<file path="config.mk">
export PLATFORM = sky130hd
export DESIGN_NAME = slcan_frame_command_parser_unit
export DESIGN_NICKNAME = d
export VERILOG_FILES = /design/src/sv/slcan_pkg.sv /design/src/sv/slcan_front.sv /design/src/sv/slcan_queue.sv /design/src/sv/slcan_back.sv /design/src/sv/slcan_frame_command_parser_unit.sv
export SDC_FILE = /design/constraint.sdc
export NUM_CORES = 1
export LEC_CHECK = 0
export ABC_AREA = 1
export BUFFER_PORTS_ARGS = -buffer_cell sky130_fd_sc_hd__buf_4
export CAP_MARGIN = 40
export CORE_ASPECT_RATIO = 1.2
export CORE_UTILIZATION = 50
export DETAILED_ROUTE_END_ITERATION = 8
export PLACE_DENSITY = 0.69
export SYNTH_ARGS = -nofsm -noshare
export SYNTH_HDL_FRONTEND = slang
export SYNTH_SLANG_ARGS = --single-unit
</file>
<file path="constraint.sdc">
create_clock -name aclk -period 6.8 [get_ports aclk]
set_clock_uncertainty 0.2 [all_clocks]
set_input_delay 0.68 -clock aclk [delete_from_list [all_inputs] [get_ports aclk]]
set_output_delay 0.68 -clock aclk [all_outputs]
set_load 0.1 [all_outputs]
</file>
<file path="src/sv/slcan_pkg.sv">
// Shared types and constants for the SLCAN transmit command parser.
package slcan_pkg;

    // Command letters
    localparam logic [7:0] CHAR_STD_DATA = 8'h74;  // 't'
    localparam logic [7:0] CHAR_EXT_DATA = 8'h54;  // 'T'
    localparam logic [7:0] CHAR_STD_RTR  = 8'h72;  // 'r'
    localparam logic [7:0] CHAR_EXT_RTR  = 8'h52;  // 'R'

    // Command kind: bit 0 extended, bit 1 remote
    localparam logic [1:0] KIND_STD_DATA = 2'd0;
    localparam logic [1:0] KIND_EXT_DATA = 2'd1;
    localparam logic [1:0] KIND_STD_RTR  = 2'd2;
    localparam logic [1:0] KIND_EXT_RTR  = 2'd3;
    localparam int         KIND_EXT_BIT  = 0;
    localparam int         KIND_RTR_BIT  = 1;

    localparam logic [31:0] STD_ID_MAX = 32'h0000_07FF;
    localparam logic [31:0] EXT_ID_MAX = 32'h1FFF_FFFF;
    localparam logic [4:0]  POS_MAX    = 5'd31;
    localparam logic [3:0]  STD_ID_LEN = 4'd3;
    localparam logic [3:0]  EXT_ID_LEN = 4'd8;
    localparam logic [3:0]  DLC_MAX    = 4'd8;

    localparam int QUEUE_DEPTH = 2;
    localparam int QUEUE_AW    = $clog2(QUEUE_DEPTH);

    typedef enum logic [1:0] {
        REPLY_OK_STD = 2'd0,
        REPLY_OK_EXT = 2'd1,
        REPLY_ERROR  = 2'd2
    } reply_t;

    // One classified character
    typedef struct packed {
        logic [3:0] nib;
        logic       hex_ok;
        logic [1:0] kind;
        logic       kind_ok;
        logic       last;
    } token_t;

    // Queue status toward the front and back
    typedef struct packed {
        logic full;
        logic empty;
    } queue_status_t;

    // One decoded command result
    typedef struct packed {
        logic [63:0] payload;
        logic [3:0]  data_length;
        logic        is_remote;
        logic        is_extended;
        logic [28:0] frame_id;
        reply_t      reply_code;
    } result_t;

endpackage

</file>
<file path="src/sv/slcan_front.sv">
// Front end: takes character beats and classifies them into tokens.
module slcan_front import slcan_pkg::*; (
    input  logic          s_tvalid,
    output logic          s_tready,
    input  logic [7:0]    char_code,
    input  logic          end_of_command,
    input  queue_status_t q_status,
    output logic          push,
    output token_t        token
);

    // Take a beat whenever the queue has room
    assign s_tready = !q_status.full;
    assign push     = s_tvalid && !q_status.full;

    // Hex digit and command letter decode
    always_comb begin
        token      = '0;
        token.last = end_of_command;
        if (char_code >= 8'h30 && char_code <= 8'h39) begin
            token.hex_ok = 1'b1;
            token.nib    = char_code[3:0];
        end else if ((char_code >= 8'h41 && char_code <= 8'h46) ||
                     (char_code >= 8'h61 && char_code <= 8'h66)) begin
            token.hex_ok = 1'b1;
            token.nib    = char_code[3:0] + 4'd9;
        end
        unique case (char_code)
            CHAR_STD_DATA: begin token.kind = KIND_STD_DATA; token.kind_ok = 1'b1; end
            CHAR_EXT_DATA: begin token.kind = KIND_EXT_DATA; token.kind_ok = 1'b1; end
            CHAR_STD_RTR:  begin token.kind = KIND_STD_RTR;  token.kind_ok = 1'b1; end
            CHAR_EXT_RTR:  begin token.kind = KIND_EXT_RTR;  token.kind_ok = 1'b1; end
            default:       begin token.kind = KIND_STD_DATA; token.kind_ok = 1'b0; end
        endcase
    end

endmodule

</file>
<file path="src/sv/slcan_queue.sv">
// Two-entry token queue between the front end and the back end.
module slcan_queue import slcan_pkg::*; (
    input  logic          aclk,
    input  logic          aresetn,
    input  logic          push,
    input  token_t        push_token,
    input  logic          pop,
    output token_t        pop_token,
    output queue_status_t q_status
);

    token_t                mem_reg [QUEUE_DEPTH];
    logic [QUEUE_AW-1:0]   wr_ptr_reg, wr_ptr_next;
    logic [QUEUE_AW-1:0]   rd_ptr_reg, rd_ptr_next;
    logic [QUEUE_AW:0]     count_reg, count_next;

    assign q_status.full  = (count_reg == (QUEUE_AW+1)'(QUEUE_DEPTH));
    assign q_status.empty = (count_reg == '0);
    assign pop_token      = mem_reg[rd_ptr_reg];

    // Pointer and count update
    always_comb begin
        wr_ptr_next = wr_ptr_reg;
        rd_ptr_next = rd_ptr_reg;
        count_next  = count_reg;
        if (push) begin
            wr_ptr_next = wr_ptr_reg + 1'b1;
        end
        if (pop) begin
            rd_ptr_next = rd_ptr_reg + 1'b1;
        end
        if (push && !pop) begin
            count_next = count_reg + 1'b1;
        end else if (pop && !push) begin
            count_next = count_reg - 1'b1;
        end
    end

    always_ff @(posedge aclk) begin
        if (!aresetn) begin
            wr_ptr_reg <= '0;
            rd_ptr_reg <= '0;
            count_reg  <= '0;
        end else begin
            wr_ptr_reg <= wr_ptr_next;
            rd_ptr_reg <= rd_ptr_next;
            count_reg  <= count_next;
        end
    end

    // Storage
    always_ff @(posedge aclk) begin
        if (push) begin
            mem_reg[wr_ptr_reg] <= push_token;
        end
    end

endmodule

</file>
<file path="src/sv/slcan_back.sv">
// Back end: accumulates ID, DLC and data digits and builds the result beat.
module slcan_back import slcan_pkg::*; (
    input  logic          aclk,
    input  logic          aresetn,
    input  logic          cfg_valid,
    output logic          cfg_ready,
    input  logic          cfg_data,
    input  queue_status_t q_status,
    input  token_t        token,
    output logic          pop,
    output logic          m_tvalid,
    input  logic          m_tready,
    output result_t       result
);

    logic        tx_en_reg;
    logic [4:0]  pos_reg, pos_next;
    logic [1:0]  kind_reg, kind_next;
    logic [31:0] id_reg, id_next;
    logic [3:0]  len_reg, len_next;
    logic [63:0] data_reg, data_next;
    logic        err_reg, err_next;
    logic        out_valid_reg, out_valid_next;
    result_t     out_reg, out_next;

    logic [3:0]  id_len, id_len_end;
    logic [5:0]  data_end;
    logic [3:0]  digit_idx;
    logic [5:0]  nib_base;
    logic [5:0]  need;
    logic        ext_end, rtr_end, bad;

    assign cfg_ready = 1'b1;
    assign pop       = !q_status.empty && (!out_valid_reg || m_tready);
    assign m_tvalid  = out_valid_reg;
    assign result    = out_reg;

    // Per-character update and end-of-command check
    always_comb begin
        pos_next       = pos_reg;
        kind_next      = kind_reg;
        id_next        = id_reg;
        len_next       = len_reg;
        data_next      = data_reg;
        err_next       = err_reg;
        out_next       = out_reg;
        out_valid_next = out_valid_reg && !m_tready;
        id_len         = kind_reg[KIND_EXT_BIT] ? EXT_ID_LEN : STD_ID_LEN;
        data_end       = {2'b00, id_len} + 6'd2 + {1'b0, len_reg, 1'b0};
        digit_idx      = 4'(pos_reg - ({1'b0, id_len} + 5'd2));
        nib_base       = {4'd15 - digit_idx, 2'b00};
        ext_end        = 1'b0;
        rtr_end        = 1'b0;
        id_len_end     = STD_ID_LEN;
        need           = '0;
        bad            = 1'b0;

        if (pop) begin
            if (pos_reg == '0) begin
                if (token.kind_ok) begin
                    kind_next = token.kind;
                end else begin
                    kind_next = KIND_STD_DATA;
                    err_next  = 1'b1;
                end
            end else if (pos_reg <= {1'b0, id_len}) begin
                if (!token.hex_ok) err_next = 1'b1;
                else id_next = {id_reg[27:0], token.nib};
            end else if (pos_reg == {1'b0, id_len} + 5'd1) begin
                if (!token.hex_ok) begin
                    err_next = 1'b1;
                end else begin
                    len_next = token.nib;
                    if (token.nib > DLC_MAX) err_next = 1'b1;
                end
            end else if (!kind_reg[KIND_RTR_BIT] && len_reg <= DLC_MAX &&
                         {1'b0, pos_reg} < data_end) begin
                if (!token.hex_ok) err_next = 1'b1;
                else data_next[nib_base +: 4] = data_reg[nib_base +: 4] | token.nib;
            end

            if (pos_reg < POS_MAX) pos_next = pos_reg + 5'd1;

            if (token.last) begin
                ext_end    = kind_next[KIND_EXT_BIT];
                rtr_end    = kind_next[KIND_RTR_BIT];
                id_len_end = ext_end ? EXT_ID_LEN : STD_ID_LEN;
                need       = {2'b00, id_len_end} + 6'd2;
                bad        = err_next || ({1'b0, pos_next} < need);
                if (!bad) begin
                    if (len_next > DLC_MAX) begin
                        bad = 1'b1;
                    end else if (!rtr_end) begin
                        need = need + {1'b0, len_next, 1'b0};
                    end
                    if ({1'b0, pos_next} < need) bad = 1'b1;
                end
                if (ext_end ? (id_next > EXT_ID_MAX) : (id_next > STD_ID_MAX)) bad = 1'b1;
                if (!tx_en_reg) bad = 1'b1;

                // Load the result beat
                out_valid_next = 1'b1;
                out_next       = '0;
                if (bad) begin
                    out_next.reply_code = REPLY_ERROR;
                end else begin
                    out_next.reply_code  = ext_end ? REPLY_OK_EXT : REPLY_OK_STD;
                    out_next.frame_id    = id_next[28:0];
                    out_next.is_extended = ext_end;
                    out_next.is_remote   = rtr_end;
                    out_next.data_length = len_next;
                    out_next.payload     = rtr_end ? 64'd0 : data_next;
                end

                // Start a fresh command
                pos_next  = '0;
                kind_next = KIND_STD_DATA;
                id_next   = '0;
                len_next  = '0;
                data_next = '0;
                err_next  = 1'b0;
            end
        end
    end

    always_ff @(posedge aclk) begin
        if (!aresetn) begin
            tx_en_reg     <= 1'b0;
            pos_reg       <= '0;
            kind_reg      <= KIND_STD_DATA;
            id_reg        <= '0;
            len_reg       <= '0;
            data_reg      <= '0;
            err_reg       <= 1'b0;
            out_valid_reg <= 1'b0;
        end else begin
            if (cfg_valid) tx_en_reg <= cfg_data;
            pos_reg       <= pos_next;
            kind_reg      <= kind_next;
            id_reg        <= id_next;
            len_reg       <= len_next;
            data_reg      <= data_next;
            err_reg       <= err_next;
            out_valid_reg <= out_valid_next;
        end
    end

    // Result payload register
    always_ff @(posedge aclk) begin
        out_reg <= out_next;
    end

endmodule

</file>
<file path="src/sv/slcan_frame_command_parser_unit.sv">
// SLCAN transmit command parser: front classifier, token queue, back accumulator.
// Throughput: one character beat per cycle while the token queue has room.
// m_tvalid rises once the last character has passed the token queue and the output register.
// The two-entry queue and the output register let each side stall on its own.
// Reset (aresetn low, synchronous): queue empty, command state cleared,
// no result pending, transmit disabled. No clearing pass.
module slcan_frame_command_parser_unit import slcan_pkg::*; (
    input  logic         aclk,
    input  logic         aresetn,
    input  logic         cfg_valid,
    output logic         cfg_ready,
    input  logic         cfg_data,     // tx_enabled
    input  logic         s_tvalid,
    output logic         s_tready,
    input  logic [7:0]   s_tdata,      // [7:0] char_code
    input  logic         s_tlast,      // end_of_command
    output logic         m_tvalid,
    input  logic         m_tready,
    output logic [103:0] m_tdata       // [1:0] reply_code, [30:2] frame_id, [31] is_extended,
                                       // [32] is_remote, [36:33] data_length,
                                       // [100:37] payload, [103:101] zero
);

    queue_status_t q_status;
    token_t        push_token, pop_token;
    logic          push, pop;
    result_t       result;

    slcan_front u_front (
        .s_tvalid       (s_tvalid),
        .s_tready       (s_tready),
        .char_code      (s_tdata),
        .end_of_command (s_tlast),
        .q_status       (q_status),
        .push           (push),
        .token          (push_token)
    );

    slcan_queue u_queue (
        .aclk       (aclk),
        .aresetn    (aresetn),
        .push       (push),
        .push_token (push_token),
        .pop        (pop),
        .pop_token  (pop_token),
        .q_status   (q_status)
    );

    slcan_back u_back (
        .aclk      (aclk),
        .aresetn   (aresetn),
        .cfg_valid (cfg_valid),
        .cfg_ready (cfg_ready),
        .cfg_data  (cfg_data),
        .q_status  (q_status),
        .token     (pop_token),
        .pop       (pop),
        .m_tvalid  (m_tvalid),
        .m_tready  (m_tready),
        .result    (result)
    );

    // Pack the result beat, last struct field lowest
    assign m_tdata = {3'b000, result};

endmodule

</file>
# After elaboration in Yosys (flattened, before gate mapping)

Memory sizes are Yosys's and may differ from the RTL's. A register that Yosys moved wholly into a read port is not among the register bits.
Index checks and enable logic that the tools add are counted.

Add/subtract/negate cells: 15
Multiply operators: 0
Divide/modulo/power cells: 0
Order comparisons: 16
Equality and inequality tests: 6
Shift operators: 3
Muxes and demuxes: 62
Bitwise operators: 1
Reduce and logical (&&, ||, !) cells: 25

Operator list:

| kind                                                                               | number |
|---|---|
| 64-bit 2-to-1 mux                                                                  | 6 |
| 32-bit 2-to-1 mux                                                                  | 5 |
| 64-bit bitwise mux                                                                 | 1 |
| 4-bit by 8-bit variable shift with 64-bit output (first input constant)            | 1 |
| 4-bit by 8-bit indexed part select with 64-bit output                              | 1 |
| 64-bit by 7-bit indexed part select with 4-bit output                              | 1 |
| 8-bit by 7-bit == test with 1-bit output (second input constant)                   | 4 |
| 32-bit by 11-bit greater-than comparator with 1-bit output (second input constant) | 1 |
| 32-bit by 29-bit greater-than comparator with 1-bit output (second input constant) | 1 |
| 4-bit 2-to-1 mux                                                                   | 8 |
| 6-bit 2-to-1 mux                                                                   | 5 |
| 1-bit 2-to-1 mux                                                                   | 25 |
| 5-bit 2-to-1 mux                                                                   | 5 |
| 5-bit by 6-bit less-than comparator with 1-bit output                              | 3 |
| 8-bit by 7-bit >= comparator with 1-bit output (second input constant)             | 2 |
| 8-bit by 7-bit <= comparator with 1-bit output (second input constant)             | 2 |
| 6-bit by 5-bit adder with 6-bit output                                             | 2 |
| 2-bit 2-to-1 mux                                                                   | 6 |
| 3-bit one-hot mux with 4 select lines                                              | 1 |
| 4-bit by 2-bit adder with 5-bit output (second input constant)                     | 2 |
| 1-bit logical AND                                                                  | 10 |
| 8-bit by 6-bit >= comparator with 1-bit output (second input constant)             | 1 |
| 4-bit greater-than comparator (second input constant)                              | 2 |
| 8-bit by 6-bit <= comparator with 1-bit output (second input constant)             | 1 |
| other kinds (23)                                                                   | 32 |

Register bits: 215
Bits in latches: 0
Memory bits (writable): 18
Bits in read-only memories: 0
Bits of input ports: 15
Output and inout port bits: 107
Word-level logic and storage cells: 146
Memories: 1

Memories:

| memory          | depth | width | rd ports | clocked after memory_dff | write ports | line              | source |
|---|---|---|---|---|---|---|---|
| u_queue.mem_reg | 2     | 9     | 1        | 1                        | 1           | slcan_queue.sv:12 | `token_t mem_reg [QUEUE_DEPTH];` |

# Depth between registers and ports, before layout

Depth after elaboration: 22
Depth in mapped cells: 28

# Hierarchy

From an unflattened synthesis, not the netlist that was laid out.

Cells, all modules: 1520
Area total of the unflattened synthesis: 12016.5 sq um

By module, submodules not included:

| module                          | times used | cells each | area an instance (sq um) |
|---|---|---|---|
| slcan_back                      | 1          | 1404       | 10842.9 |
| slcan_queue                     | 1          | 63         | 883.3 |
| slcan_front                     | 1          | 49         | 264.0 |
| slcan_frame_command_parser_unit | 1          | 4          | 26.3 |

# Worst setup path after synthesis

No wires, ideal clock.

Kind: flip-flop to flip-flop
From: register u_back.out_valid_reg, in the netlist u_back.m_tvalid
To: register u_back.out_reg (netlist bit u_back.result[0]), enable pin
Arrival: 5.487 ns
Data required time: 6.038 ns
Setup slack: 0.551 ns
Stages on the path, launching flop included: 7
Buffers on the path: 1
Cell sequence: dfxtp_1 > inv_1 > nor2_1 > a21oi_1 > inv_1 > clkbuf_1 > nor2_1

Word-level cells in the longest chain between the ends: 4

RTL lines:

| element                              | line              | source |
|---|---|---|
| from (decl)                          | slcan_back.sv:23  | `logic out_valid_reg, out_valid_next;` |
| from (signal assigned)               | slcan_back.sv:144 | `out_valid_reg <= out_valid_next;` |
| 1-bit logical NOT                    | slcan_back.sv:34  | `assign pop = !q_status.empty && (!out_valid_reg \|\| m_tready);` |
| 1-bit logical OR                     | slcan_back.sv:34  |  |
| 1-bit logical AND                    | slcan_back.sv:34  |  |
| 2-bit AND reduction (no source line) | -                 |  |
| to (signal assigned)                 | slcan_back.sv:150 | `out_reg <= out_next;` |
| to (decl)                            | slcan_back.sv:24  | `result_t out_reg, out_next;` |

Every way passes these cells.
A chain may end at the register's enable or synchronous reset.

# Worst setup path after layout

From: register u_back.kind_reg[0]
To: register u_back.out_reg (netlist bit u_back.result[29]) (data pin)

Word-level cells in the longest chain between the ends: 20

RTL lines:

| element                                               | line              | source |
|---|---|---|
| from (decl)                                           | slcan_back.sv:18  | `logic [1:0] kind_reg, kind_next;` |
| from (signal assigned)                                | slcan_back.sv:139 | `kind_reg <= kind_next;` |
| 4-bit 2-to-1 mux                                      | slcan_back.sv:48  | `id_len = kind_reg[KIND_EXT_BIT] ? EXT_ID_LEN : STD_ID_LEN;` |
| 4-bit by 1-bit adder with 5-bit output                | slcan_back.sv:69  | `end else if (pos_reg == {1'b0, id_len} + 5'd1) begin` |
| 5-bit == test                                         | slcan_back.sv:69  |  |
| 4-bit 2-to-1 mux                                      | slcan_back.sv:69  |  |
| 4-bit 2-to-1 mux                                      | slcan_back.sv:66  | `end else if (pos_reg <= {1'b0, id_len}) begin` |
| 4-bit 2-to-1 mux                                      | slcan_back.sv:59  | `if (pos_reg == '0) begin` |
| 4-bit 2-to-1 mux                                      | slcan_back.sv:58  | `if (pop) begin` |
| 6-bit by 5-bit adder with 6-bit output                | slcan_back.sv:94  | `need = need + {1'b0, len_next, 1'b0};` |
| (+4 left out)                                         | -                 |  |
| 6-bit 2-to-1 mux                                      | slcan_back.sv:58  |  |
| 5-bit by 6-bit less-than comparator with 1-bit output | slcan_back.sv:96  | `if ({1'b0, pos_next} < need) bad = 1'b1;` |
| 1-bit 2-to-1 mux                                      | slcan_back.sv:96  |  |
| 1-bit 2-to-1 mux                                      | slcan_back.sv:90  | `if (!bad) begin` |
| 1-bit 2-to-1 mux                                      | slcan_back.sv:98  | `if (ext_end ? (id_next > EXT_ID_MAX) : (id_next > STD_ID_MAX)) bad = 1'b1;` |
| 1-bit 2-to-1 mux                                      | slcan_back.sv:99  | `if (!tx_en_reg) bad = 1'b1;` |
| 1-bit 2-to-1 mux                                      | slcan_back.sv:84  | `if (token.last) begin` |
| 1-bit 2-to-1 mux                                      | slcan_back.sv:58  |  |

Parallel ways exist; a longest one is shown, timed or not. The select of a mux whose other input is x is not followed.

==> results.tsv <==
stage	metric	value	unit
status	status	complete, no violations	
drt	DRC viols	0	
grt	first-pass GRT wire length	50100	um
floorplanning	die width	145	um
drt	DR vias	10700	
timing	Final Critical Period	5.37	ns
power_and_ir_drop	LEAKAGE	5.64	nW
timing	Tcrit/Tclk final	79.0	%
drt	initial drt markers	761	
drt	Routed WL	31600	um
timing	Worst Tran Pin Value	0.873	ns
synth	Yosys cell types	44	
timing	PnR worst setup slack	1.43	ns
drt	DR WL/cell	15.6	um
clock_tree	Worst-path clk slew	0.06	ns
clock_tree	Longest Clk Path Bufs	3	
synth	Post-synth top flop	edfxtp_1	
grt	initial antenna violation count	0	
drt	Initial DRT Pass Iterations	5	
grt	total gr overflow	0	
timing	Slew Viols, Final	0	
final_layout	commonest cells after routing, fill and taps aside	nand2_1 (459), inv_1 (182), a21oi_1 (151)	
clock_tree	post_cts resized	0	
grt	pin count of the biggest net entering global routing	77	
final_layout	max reg flops	100	
clock_tree	CTS HTree Levels	1	
place	PortBufs	117	
clock_tree	hold buffer count at CTS	0	
drt	Final ANT Viol Nets	0	
clock_tree	Post-CTS Setup Inserts	0	
clock_tree	worst skew pair latency	0.54	ns
min_path	Worst Hold Class	input pin to flop	
critical_path	WP data arrival	5.53	ns
place	GP Congestion	0.929	
synth	Netlist Area Pre-Place	0.0123	sq mm
synth	EDFF count, synth	118	
floorplanning	count of boundary I/O pins	122	
timing	final hold vios	0	
clock_tree	CTS tree	built	
clock_tree	Root Driver	clkbuf_16	
critical_path	crit-path max FO	36	
synth	top cells by area, synth	edfxtp_1 (29%), dfxtp_1 (19%), nand2_1 (14%), a21oi_1 (6.2%), nand3_1 (5.9%)	
timing	RSZ-0062 raised after global routing	false	
critical_path	CP endpoint kind	flop	
synth	yosys warns	0	
final_layout	diode count	0	
synth	cells after synthesis	1600	
synth	ys async rst share	0	%
synth	register area share after synthesis	47.6	%
critical_path	startpoint class of the critical path	flop	
clock_tree	Num CTS Buffers	24	
final_layout	nets	1734	
grt	total track usage	24.7	%
power_and_ir_drop	peak supply drop	0.000328	V
floorplanning	die height	174	um
place	dpl ws	1.46	ns
timing	max_slew headroom	41.8	%
floorplanning	Core Box Area	0.0240	sq mm
run	number of max-cap violations	0	
synth	Avg Cell Area, Syn	7.67	sq um
floorplanning	# rows	62	
timing	Peak Freq	0.186	GHz
synth	post-synth top area share	28.9	%
final_layout	area grow syn2layout	15.0	%
synth	post-synth top area cell	edfxtp_1	
critical_path	Critical Path RT	6.95	ns
timing	Final setup viols	0	
clock_tree	clk sinks	233	
final_layout	fraction of layout cells with a size suffix above 1	15.0	%
drt	DR vias/cell	5.28	
place	DP Wirelength	22100	um
critical_path	WS Path Type	flop to flop	
timing	setup tns final	0	ns
floorplanning	DIE AREA	0.0252	sq mm
synth	synthesis-stage register bit count	233	
grt	vias in the first global route	9926	
power_and_ir_drop	P per Cell Area	471	mW/mm^2
final_layout	leading cell type in the layout, fill and taps excluded	nand2_1	
floorplanning	initial core utilization	51.1	%
worst max-delay path: stages (launching register included):
cell	delay, ns
dfxtp_1	0.50
inv_1	0.16
ha_1	0.30
inv_1	0.06
nor2_1	0.18
nand3_1	0.10
nand2_1	0.09
nand2_2	0.24
inv_2	0.19
nand2_1	0.16
o21ai_1	0.26
inv_1	0.09
ha_1	0.23
fa_1	0.43
xor2_1	0.14
o21ai_0	0.11
ha_1	0.28
nand2_1	0.05
nand2_1	0.05
nand2_1	0.05
a21oi_1	0.27
nand3_2	0.67
a21oi_1	0.36
path summary, 6_finish.rpt:
path         cells past startpoint                from  slack [ns]                     to
min reg2reg                      1  u_queue.rd_ptr_reg        0.25                   flop
max                             22  u_back.kind_reg[0]        1.43      u_back.result[29]
min                              1             s_tlast        0.13  u_queue.mem_reg[0][0]
max reg2reg                     22  u_back.kind_reg[0]        1.43      u_back.result[29]
synth_stat cells (3+ instances only):
cell / number
or2_2: 9
o21ai_0: 62
a21oi_1: 151
nor2_2: 62
nand2_1: 459
nand3_1: 144
nor3_1: 10
dfxtp_1: 115
nand4_1: 12
inv_1: 184
buf_2: 8
nor2_1: 96
clkbuf_1: 48
buf_1: 6
edfxtp_1: 118
ha_1: 33
o22ai_1: 17
buf_4: 6
o21ai_1: 8
fa_1: 3
xor2_1: 5
buf_6: 7
inv_2: 5
clkinv_1: 3
routing by layer:
layer	up-vias	track usage (%)	share of wire, %
li1	5351	-	-
met1	4939	29.2	41
met2	300	43.4	49
met3	87	3.34	4.8
met4	0	12.8	4.8
met5	-	0	0
cell families after synthesis:
family,after synthesis,share of synthesized area [%]
buffers and inverters,269,8.96
XOR/XNOR,6,0.428
AND/OR/NAND/NOR,803,28.3
AO/OA/AOI/OAI,251,10.8
flip-flops,233,47.6
adder cells (fa/ha/maj),36,3.85
other,2,0.0612
where the power goes:
group          leakage [nW]  switching [mW]  internal [mW]
Combinational          3.21            2.85          0.647
Clock                 0.367           0.549          0.730
Sequential             2.06          0.0911           1.78
area by class of cell:
| type | count | area (sq um) |
|---|---|---|
| well taps | 320 | 400 |
| flip-flops and latches | 233 | 5850 |
| fillers | 2249 | 9930 |
| clock inverters | 12 | 121 |
| multi-input cells | 1100 | 5350 |
| repair buffers | 130 | 1030 |
| inverters | 194 | 733 |
| clock buffers | 32 | 631 |
through the flow:
step                hold slack (ns)  area [sq um]  total power [mW]  util, %  instances
floorplan                     0.225         12300              4.55        -       1602
global placement              0.235         13300              5.33     55.3       1974
detailed placement            0.242         13400              5.36     55.6       1977
CTS                           0.121         14100              6.65     58.7       2021
global route                  0.119         14100              6.91     58.7       2021
finish                        0.132         14100              6.65     58.7       2021
(Power assumes the default switching activity.)
